**src/sv/i2cm_pkg.sv**
```systemverilog
package i2cm_pkg;

    typedef enum logic [1:0] {
        OP_START = 2'd0,
        OP_STOP  = 2'd1,
        OP_WRITE = 2'd2,
        OP_READ  = 2'd3
    } t_op;

    typedef enum logic [3:0] {
        ST_IDLE     = 4'd0,
        ST_S_REL    = 4'd1,
        ST_S_SCLH   = 4'd2,
        ST_S_SDAL   = 4'd3,
        ST_BIT_LOW  = 4'd4,
        ST_BIT_HIGH = 4'd5,
        ST_ACK_LOW  = 4'd6,
        ST_ACK_HIGH = 4'd7,
        ST_P_LOW    = 4'd8,
        ST_P_SCLH   = 4'd9
    } t_step;

    localparam logic [15:0] PHASE_TICKS_RST = 16'd12;
    localparam logic [3:0]  BITS_PER_BYTE   = 4'd8;

    typedef struct packed {
        logic       command_valid;
        logic [1:0] operation;
        logic [7:0] write_byte;
        logic       ack_after_read;
        logic       sda_in;
    } t_in_word;

    typedef struct packed {
        logic       scl_level;
        logic       sda_level;
        logic       ready_res;
        logic       done_res;
        logic [7:0] read_byte;
        logic       nack_seen;
    } t_out_word;

endpackage

```
**src/sv/i2cm_seq.sv**
```systemverilog
module i2cm_seq
    import i2cm_pkg::*;
(
    input  logic        i_clk,
    input  logic        i_rst_n,
    input  logic        i_step,
    input  t_in_word    i_word,
    input  logic        i_cfg_we,
    input  logic [15:0] i_cfg_wdata,
    output t_out_word   o_result
);

    logic [15:0] r_phase_ticks;
    t_step       r_step,  n_step;
    logic [15:0] r_cnt,   n_cnt;
    logic [3:0]  r_bit,   n_bit;
    logic [7:0]  r_shift, n_shift;
    t_op         r_op,    n_op;
    logic        r_ack,   n_ack;
    logic        r_scl,   n_scl;
    logic        r_sda,   n_sda;
    logic        r_nack,  n_nack;
    logic [7:0]  r_hold,  n_hold;
    logic        v_enter;
    logic        v_done;

    always_comb begin
        n_step  = r_step;
        n_cnt   = r_cnt;
        n_bit   = r_bit;
        n_shift = r_shift;
        n_op    = r_op;
        n_ack   = r_ack;
        n_scl   = r_scl;
        n_sda   = r_sda;
        n_nack  = r_nack;
        n_hold  = r_hold;
        v_enter = 1'b0;
        v_done  = 1'b0;

        if (r_step == ST_IDLE) begin
            if (i_word.command_valid) begin
                n_op    = t_op'(i_word.operation);
                n_ack   = i_word.ack_after_read;
                n_bit   = 4'd0;
                v_enter = 1'b1;
                case (t_op'(i_word.operation))
                    OP_START: begin
                        n_step = ST_S_REL;
                    end
                    OP_STOP: begin
                        n_step = ST_P_LOW;
                    end
                    default: begin
                        n_shift = (t_op'(i_word.operation) == OP_WRITE) ?
                                  i_word.write_byte : 8'd0;
                        n_step  = ST_BIT_LOW;
                    end
                endcase
            end
        end else if (r_cnt < r_phase_ticks) begin
            n_cnt = r_cnt + 16'd1;
        end else begin
            case (r_step)
                ST_S_REL: begin
                    n_step = ST_S_SCLH; v_enter = 1'b1;
                end
                ST_S_SCLH: begin
                    n_step = ST_S_SDAL; v_enter = 1'b1;
                end
                ST_S_SDAL: begin
                    n_scl = 1'b0; n_step = ST_IDLE; n_cnt = 16'd0; v_done = 1'b1;
                end
                ST_BIT_LOW: begin
                    n_step = ST_BIT_HIGH; v_enter = 1'b1;
                end
                ST_BIT_HIGH: begin
                    if (r_op == OP_WRITE) begin
                        n_shift = {r_shift[6:0], 1'b0};
                    end else begin
                        n_shift = {r_shift[6:0], i_word.sda_in};
                    end
                    n_bit   = r_bit + 4'd1;
                    n_step  = (n_bit >= BITS_PER_BYTE) ? ST_ACK_LOW : ST_BIT_LOW;
                    v_enter = 1'b1;
                end
                ST_ACK_LOW: begin
                    n_step = ST_ACK_HIGH; v_enter = 1'b1;
                end
                ST_ACK_HIGH: begin
                    if (r_op == OP_WRITE) begin
                        n_nack = i_word.sda_in;
                    end else begin
                        n_hold = r_shift;
                    end
                    n_scl = 1'b0; n_step = ST_IDLE; n_cnt = 16'd0; v_done = 1'b1;
                end
                ST_P_LOW: begin
                    n_step = ST_P_SCLH; v_enter = 1'b1;
                end
                ST_P_SCLH: begin
                    n_sda = 1'b1; n_step = ST_IDLE; n_cnt = 16'd0; v_done = 1'b1;
                end
                default: begin
                    n_step = ST_IDLE; n_cnt = 16'd0;
                end
            endcase
        end

        if (v_enter) begin
            n_cnt = 16'd1;
            case (n_step)
                ST_S_REL:    n_sda = 1'b1;
                ST_S_SCLH:   n_scl = 1'b1;
                ST_S_SDAL:   n_sda = 1'b0;
                ST_BIT_LOW: begin
                    n_scl = 1'b0;
                    n_sda = (n_op == OP_WRITE) ? n_shift[7] : 1'b1;
                end
                ST_BIT_HIGH: n_scl = 1'b1;
                ST_ACK_LOW: begin
                    n_scl = 1'b0;
                    n_sda = (n_op == OP_WRITE) ? 1'b1 : !n_ack;
                end
                ST_ACK_HIGH: n_scl = 1'b1;
                ST_P_LOW: begin
                    n_scl = 1'b0; n_sda = 1'b0;
                end
                ST_P_SCLH:   n_scl = 1'b1;
                default: begin
                end
            endcase
        end

        o_result.scl_level = n_scl;
        o_result.sda_level = n_sda;
        o_result.ready_res = (n_step == ST_IDLE);
        o_result.done_res  = v_done;
        o_result.read_byte = n_hold;
        o_result.nack_seen = n_nack;
    end

    always_ff @(posedge i_clk) begin
        if (!i_rst_n) begin
            r_phase_ticks <= PHASE_TICKS_RST;
        end else if (i_cfg_we) begin
            r_phase_ticks <= i_cfg_wdata;
        end
    end

    always_ff @(posedge i_clk) begin
        if (!i_rst_n) begin
            r_step  <= ST_IDLE;
            r_cnt   <= 16'd0;
            r_bit   <= 4'd0;
            r_shift <= 8'd0;
            r_op    <= OP_START;
            r_ack   <= 1'b0;
            r_scl   <= 1'b1;
            r_sda   <= 1'b1;
            r_nack  <= 1'b0;
            r_hold  <= 8'd0;
        end else if (i_step) begin
            r_step  <= n_step;
            r_cnt   <= n_cnt;
            r_bit   <= n_bit;
            r_shift <= n_shift;
            r_op    <= n_op;
            r_ack   <= n_ack;
            r_scl   <= n_scl;
            r_sda   <= n_sda;
            r_nack  <= n_nack;
            r_hold  <= n_hold;
        end
    end

endmodule

```
**src/sv/i2c_master_byte_engine.sv**
```systemverilog
// I2C master bit sequencer. Each accepted input word is one timing tick and
// produces exactly one output word showing the bus lines and status after that
// tick. A new word is accepted every clock cycle while the output register is
// empty or being drained, so the block runs at one tick per cycle; the
// sequencer state and the output register are the only storage on the path.
// Every SCL/SDA phase lasts phase_ticks ticks, written through i_cfg_we.
module i2c_master_byte_engine
    import i2cm_pkg::*;
(
    input  logic        i_clk,
    input  logic        i_rst_n,
    input  logic        i_in_valid,
    output logic        o_in_ready,
    input  t_in_word    i_in_word,
    output logic        o_out_valid,
    input  logic        i_out_ready,
    output t_out_word   o_out_word,
    input  logic        i_cfg_we,
    input  logic [15:0] i_cfg_wdata
);

    logic      v_accept;
    t_out_word v_result;
    logic      r_out_valid;
    t_out_word r_out_word;

    assign o_in_ready = !r_out_valid || i_out_ready;
    assign v_accept   = i_in_valid && o_in_ready;

    i2cm_seq u_seq (
        .i_clk       (i_clk),
        .i_rst_n     (i_rst_n),
        .i_step      (v_accept),
        .i_word      (i_in_word),
        .i_cfg_we    (i_cfg_we),
        .i_cfg_wdata (i_cfg_wdata),
        .o_result    (v_result)
    );

    always_ff @(posedge i_clk) begin
        if (!i_rst_n) begin
            r_out_valid <= 1'b0;
        end else if (v_accept) begin
            r_out_valid <= 1'b1;
        end else if (i_out_ready) begin
            r_out_valid <= 1'b0;
        end
    end

    always_ff @(posedge i_clk) begin
        if (v_accept) begin
            r_out_word <= v_result;
        end
    end

    assign o_out_valid = r_out_valid;
    assign o_out_word  = r_out_word;

endmodule

```
**config.mk**
```make
export PLATFORM = sky130hd
export DESIGN_NAME = i2c_master_byte_engine
export DESIGN_NICKNAME = d
export VERILOG_FILES = /design/src/sv/i2cm_pkg.sv /design/src/sv/i2cm_seq.sv /design/src/sv/i2c_master_byte_engine.sv
export SDC_FILE = /design/constraint.sdc
export NUM_CORES = 1
export LEC_CHECK = 0
export BUFFER_PORTS_ARGS = -buffer_cell sky130_fd_sc_hd__buf_2
export CORE_MARGIN = 5
export CORE_UTILIZATION = 52
export DETAILED_ROUTE_END_ITERATION = 12
export MAX_ROUTING_LAYER = met4
export PLACE_DENSITY = 0.81
export SETUP_SLACK_MARGIN = 0.02
export SYNTH_ARGS = -nofsm -noshare
export SYNTH_HDL_FRONTEND = slang
export SYNTH_SLANG_ARGS = --single-unit
```
**constraint.sdc**
```tcl
create_clock -name i_clk -period 2.75 [get_ports i_clk]
set_clock_uncertainty 0.2 [all_clocks]
set_input_delay 0.4125 -clock i_clk [delete_from_list [all_inputs] [get_ports i_clk]]
set_output_delay 0.4125 -clock i_clk [all_outputs]
set_load 0.05 [all_outputs]
```
==> key figures, run 1 <==
Critical path
  – Crit path max fanout: 7
  – Crit path cell chain: inv_2 > ha_4 > nand2_4 > or3_4 > o21a_4 > buf_6 > nor2_4 > and4_4 > buf_6 > mux2_4
  – WP buf/inv: 3
  – Startpoint types: flop
  – Reg2reg path depth: 10
  – Max incr delay on CP: ~400 ps
  – CP Capture Type: flop
  – Required time worst endpoint: 2660 ps
  – CP arrival: 2720 ps
  – CP max stage cell: or3_4
  – Critical R2R Capture: o_out_word[1]
  – Crit path kind: reg -> reg
  – Most used cell, CP: buf_6
  – FF-to-FF Start: u_seq.r_phase_ticks[11]
  – Family with the most delay on the worst path: simple AND/OR/NAND/NOR gates
  – Flop2flop setup slack: -60 ps

Yosys
  – Synthesized flop and latch total: 76
  – Library cells used by synthesis: 53
  – Post-synthesis average cell area: just under 9 sq um
  – Post-Synthesis Cells: 460
  – Post-Syn Nets: approximately 510
  – Sequential cell area fraction in the yosys report: 0.413
  – Post-synth top flop: dfxtp_1
  – Number of synthesized flops with an enable pin: 13
  – Synthesized area: approximately 0.0040 sq mm
  – Post-synth ARST share: 0
  – Synth warn: 0

Pwr
  – Switch share: 0.310
  – Power share of the clock group: 0.338
  – Pwr dens: around 480 mW/mm^2
  – Sequential power share: 0.457
  – Internal: 1.83 mW
  – Combinational power share: 0.205
  – Max VDD drop: 0.000271 V
  – Pleak: 2.27 nW
  – Tot Pwr: 2.65 mW
  – Net Switching: roughly 820 uW

Clocking
  – Clock sink count: 76
  – CTS tree: done
  – CTS clk-pin slew, worst paths: 90 ps
  – Root buffer cell: clkbuf_8
  – Htree depth: 3
  – CTS buffer count: 9
  – CTS hold repair buffers: 0
  – Clk Latency, worst-skew pair: 360 ps
  – Clock Tree Buf Depth: 2

STA
  – Worst Tran Pin Value: between 900 and 1000 ps
  – Final hold violation count: 0
  – Setup ws final: -57.7 ps
  – Post-route minimum period: 2810 ps
  – Setup TNS: -357 ps
  – Hold slack: 80.5 ps
  – Max-slew violations: 0
  – RSZ-0062 raised after global routing: true
  – Max_slew headroom: 0.381
  – Max Fclk: around 0.36 GHz
  – Final period utilization: 1.02
  – Setup Viol. Count Final: 13

Detailed routing
  – Drc violations: 0
  – Via-to-Cell Ratio: 5.83
  – Post-route ant nets: 0
  – WL/cell: ~17 um
  – Final WL: 11,300 um
  – Starting DRT DRC Count: between 200 and 250
  – First-pass DRT Iterations: 5
  – Via count: 3,916

Floorplanning
  – Std cell rows: 32
  – Die height: 97.7 um
  – Die ar.: 0.00955 sq mm
  – Initial core utilization: 0.526
  – I/O pins: 49
  – Core Footprint: 0.00761 sq mm
  – Chip Width: approximately 98 um

GRT
  – GR Util met1: 0.250
  – Grt ovf: 0
  – Vias in the first global route: 3,781
  – Total track usage: 0.223
  – Largest net degree at the start of global routing: 24
  – First-pass GRT wire length: 17,200 um
  – Initial antenna violation count: 0
  – GR Util met3: 0.0543
  – GR peak layer: met2
  – Met2 usage: 0.382

Status
  – Failing checks: negative setup slack
  – Run status: complete, but fails checks

Placement
  – DP Area: 0.00461 sq mm
  – Dpl ws: -336 ps
  – IO buf count: 48
  – Post-DP HPWL: 6990 um
  – Post-Place Cells: around 630
  – RePlAce Congestion: ~0.92

Layout
  – Finished Core Util: 0.720
  – P&R area growth vs syn: 36.9%
  – Area taken by multi-input logic gates: 0.00258 sq mm
  – Fill cell count: 539
  – Flip-flop and latch area: between 0.0015 and 0.002 sq mm
  – Layout cell share with drive strength beyond 1: 0.391
  – Diode count: 0
  – Finished Cell Area: between 0.005 and 0.006 sq mm
  – Non-filler cells in the finished layout: 672
  – Nets: approximately 620

Worst hold path
  – Hold_sp: i_cfg_wdata[9]
  – Hold Path Class: in -> reg
  – WHS Path Cells: 3
  – Endpoint, Worst Hold: u_seq.r_phase_ticks[9]

Run
  – Max cap viols: 0
==> timing repair <==
action / CTS / global route
resized for setup: 53 / 57
buffers inserted: 9 / 14
setup endpoints to repair: 33 / 38
pin swaps: 16 / 24
==> power by group through the flow <==
| stage | logic (mW) | clock network, mW | registers (mW) |
|---|---|---|---|
| 2_1_floorplan | 0.245 | 0 | 1.27 |
| 3_3_place_gp | 0.411 | 0 | 1.23 |
| 3_5_place_dp | 0.424 | 0 | 1.23 |
| 4_1_cts | 0.456 | 0.907 | 1.21 |
| 5_1_grt | 0.586 | 0.963 | 1.22 |
| 6_report | 0.545 | 0.896 | 1.21 |
==> tightest hold or removal path: stages <==
cell	delay (ps)
buf_2	70
mux2i_1	50
nor2_1	70
==> cells by family (layout without fill, tap and decap cells) <==
| group | after synthesis | in the layout | share of synthesized area |
|---|---|---|---|
| simple gates | 173 | 173 | 0.204 |
| compound gates | 107 | 107 | 0.174 |
| flops | 76 | 76 | 0.413 |
| buf+inv | 46 | 156 | 0.0509 |
| mux | 37 | 37 | 0.0957 |
| fa+ha+maj | 17 | 17 | 0.0531 |
| xor+xnor | 4 | 4 | 0.00875 |
==> layout by cell type (no fill, tap or decap), types with 10 or more instances in the layout <==
cell and instances:
nor2_1 69, buf_4 57, dfxtp_1 49, buf_2 48, nand2_1 37, a21oi_1 27
mux2i_1 27, inv_1 17, o21ai_0 16, dfxtp_2 14, and3_1 13, edfxtp_1 13
ha_4 12, nand3_1 10, buf_6 10
==> worst max-delay path by stage <==
stage,endpoint,cells past startpoint,slack [ps],start
2_1_floorplan,u_seq.r_bit[2],10,80,u_seq.r_cnt[14]
3_3_place_gp,o_out_word[12],10,-120,u_seq.r_phase_ticks[2]
3_5_place_dp,o_out_word[12],10,-340,u_seq.r_phase_ticks[2]
4_1_cts,o_out_word[11],12,-6,u_seq.r_phase_ticks[2]
5_1_grt,o_out_word[1],10,-130,u_seq.r_phase_ticks[11]
6_report,o_out_word[1],10,-60,u_seq.r_phase_ticks[11]
==> final cells by class <==
class                      instances  area share
clock buffer                       9      0.0226
clock inverter                     7      0.0148
inverter                          24      0.0164
multi-input combinational        338       0.472
sequential                        76       0.305
tap                              102      0.0233
timing repair buffer             116       0.146
==> metal layers <==
| metal | share of wire | vias up |
|---|---|---|
| li1 | - | 1852 |
| met1 | 0.39 | 1883 |
| met2 | 0.53 | 149 |
| met3 | 0.056 | 32 |
| met4 | 0.024 | 0 |
| met5 | 0 | - |
==> state kept, by name (all words and copies together) (netlist names), 2 cells and up <==
name / cells
u_seq.r_phase_ticks: 16
u_seq.r_cnt: 16
u_seq.r_hold: 8
u_seq.r_op: 2
u_seq.r_step: 4
u_seq.r_shift: 8
o_out_word: 13
u_seq.r_bit: 4
==> cells in the mapped netlist, drive strengths merged (10+ instances only) <==
cell type,n,share of area
edfxtp,13,0.098
nand2,40,0.038
nand3,11,0.014
and3,13,0.020
clkbuf,15,0.014
mux2i,27,0.068
mux2,10,0.028
a21oi,37,0.049
nor3,10,0.014
o21ai,26,0.033
dfxtp,63,0.32
nor2,74,0.073
a22oi,10,0.019
a211oi,10,0.024
inv,23,0.022
ha,17,0.053
Note: power is estimated with default switching activity, not from simulation.
==> run 2, diff against run 1 <==
--- a/config.mk
+++ b/config.mk
@@ -6,11 +6,14 @@
 export NUM_CORES = 1
 export LEC_CHECK = 0
 export BUFFER_PORTS_ARGS = -buffer_cell sky130_fd_sc_hd__buf_2
+export CELL_PAD_IN_SITES_DETAIL_PLACEMENT = 1
+export CELL_PAD_IN_SITES_GLOBAL_PLACEMENT = 2
 export CORE_MARGIN = 5
-export CORE_UTILIZATION = 52
+export CORE_UTILIZATION = 32
 export DETAILED_ROUTE_END_ITERATION = 12
+export GPL_TIMING_DRIVEN = 0
 export MAX_ROUTING_LAYER = met4
-export PLACE_DENSITY = 0.81
+export PLACE_DENSITY = 0.82
 export SETUP_SLACK_MARGIN = 0.02
 export SYNTH_ARGS = -nofsm -noshare
 export SYNTH_HDL_FRONTEND = slang
==> run 2 against run 1 <==
The run still ends with negative setup slack left. Worst hold slack improved by 13 ps. Sequential share of layout area increased by 0.88 points. Routed wire length increased by 12%. Largest cell class unchanged.
==> key figures, run 2 (synthesis results as in run 1) <==
Critical path
  – Family with the most delay on the worst path: simple AND/OR/NAND/NOR gates
  – Max incr delay on CP: 410 ps
  – Crit path kind: reg -> reg
  – Crit path max fanout: 4
  – Startpoint types: flop
  – CP Capture Type: flop
  – WP buf/inv: 2
  – Crit path cell chain: inv_1 > ha_4 > nand2_1 > or3_4 > o21a_1 > buf_2 > a21oi_1 > nand2b_1 > nor3b_1 > a21oi_2 > mux2i_1
  – CP max stage cell: or3_4
  – Required time worst endpoint: 2750 ps
  – CP arrival: 2860 ps

STA
  – Worst Tran Pin Value: 1320 ps
  – Final hold violation count: 0
  – Setup Viol. Count Final: 27
  – Max_slew headroom: 0.119
  – RSZ-0062 raised after global routing: true
  – Post-route minimum period: 2860 ps
  – Setup ws final: -110 ps
  – Max Fclk: 0.350 GHz
  – Max-slew violations: 0
  – Final period utilization: 1.04

Clocking
  – CTS buffer count: 9
  – Root buffer cell: clkbuf_16
  – CTS tree: done
  – Clk Latency, worst-skew pair: about 360 ps
  – Htree depth: 3
  – Clock Tree Buf Depth: 2
  – CTS clk-pin slew, worst paths: 60 ps
  – Clock sink count: 76
  – CTS hold repair buffers: 0

Placement
  – RePlAce Congestion: approximately 0.84
  – Dpl ws: -559 ps
  – DP Area: 0.00445 sq mm
  – Post-DP HPWL: 8130 um
  – IO buf count: 47

Layout
  – Flip-flop and latch area: 0.00168 sq mm
  – Fill cell count: 1,424
  – P&R area growth vs syn: 33.5%
  – Diode count: 0
  – Most common cell after layout, fill and taps aside: nor2_1
  – Commonest cells after routing, fill and taps aside: 65 x nor2_1, 49 x buf_2, 48 x dfxtp_1
  – Layout cell share with drive strength beyond 1: 0.327
  – Area taken by multi-input logic gates: about 0.0025 sq mm
  – Finished Cell Area: between 0.005 and 0.006 sq mm
  – Nets: 596

Detailed routing
  – Post-route ant nets: 0
  – Via count: 3,771
  – Starting DRT DRC Count: approximately 170
  – First-pass DRT Iterations: 6
  – Final WL: 12,600 um
  – Drc violations: 0
  – WL/cell: 17.5 um
  – Via-to-Cell Ratio: between 5 and 6

Floorplanning
  – Die height: 122 um
  – Chip Width: around 120 um
  – Core Footprint: 0.0122 sq mm
  – I/O pins: 49
  – Initial core utilization: 0.329
  – Die ar.: 0.0148 sq mm
  – Std cell rows: 40

Status
  – Run status: complete, but fails checks
  – Failing checks: negative setup slack

Pwr
  – Pleak: 2.14 nW
  – Tot Pwr: 2.89 mW
  – Max VDD drop: about 0.00021 V
  – Pwr dens: roughly 540 mW/mm^2

Worst hold path
  – Hold Path Class: in -> reg

GRT
  – Initial antenna violation count: 0
  – Grt ovf: 0
  – Total track usage: 0.175
  – Vias in the first global route: just under 4,000
  – First-pass GRT wire length: 19,600 um
  – Largest net degree at the start of global routing: 23

Run
  – Max cap viols: 0
## run 2: cell count changes in the layout (fill, tap and decap cells not counted), sizes merged
cell,change
bufinv,-1
buf,-32
clkinvlp,+2
clkbuf,+12
clkinv,-2
inv,+1
## run 2: final cells by class
type	count	share of cell area
Timing Repair Buffer	76	0.0932
Multi-Input combinational cell	338	0.464
Inverter	24	0.0169
Sequential cell	76	0.314
Buffer	20	0.0199
Clock buffer	9	0.0421
Clock inverter	7	0.0108
Tap cell	168	0.0393
## run 2: final timing paths
kind                                         startpoint                 endpoint  slack [ps]  depth (start not counted)
worst max-delay path             u_seq.r_phase_ticks[9]           o_out_word[11]        -110                         11
worst min-delay path                     i_cfg_wdata[2]   u_seq.r_phase_ticks[2]          90                          3
worst max register to register   u_seq.r_phase_ticks[9]           o_out_word[11]        -110                         11
worst min register to register  u_seq.r_phase_ticks[10]  u_seq.r_phase_ticks[10]         290                          2
## run 2: what timing repair did
action,4_1_cts,5_1_grt
buffers inserted,16,11
setup endpoints to repair,48,48
gates cloned,2,0
endpoints found under the hold margin,0,0
resized for setup,64,42
pin swaps,20,21
## run 2: where the power goes
| group | leakage (nW) | switching [mW] | internal [mW] |
|---|---|---|---|
| clock | 0.135 | 0.538 | 0.626 |
| combinational | 1.35 | 0.325 | 0.186 |
| sequential | 0.648 | 0.0346 | 1.18 |
| total | 2.14 | 0.897 | 1.99 |
## run 2: worst min-delay path, delay by kind of cell
family | cells | cell delay, ps
simple gates | 1 | 50
buf+inv | 1 | 80
compound gates | 1 | 60
## run 2: through the flow
step	cells	setup TNS (ps)	utilization	hold WS, ps
after global routing	718	-5400	0.439	94.8
after detailed placement	675	-11200	0.366	283
after floorplan	460	0	-	246
after global placement	675	-9600	0.366	257
final	718	-1490	0.439	93.1
after CTS	708	-1940	0.420	84.7
## run 2: layer usage
metal / vias up / wire length, um / global-route usage
met2: 67 / 6480 / 0.301
met3: 23 / 426 / 0.0339
met4: 0 / 333 / 0.0693
met1: 1870 / 5330 / 0.200
li1: 1811 / - / -
met5: - / 0 / -
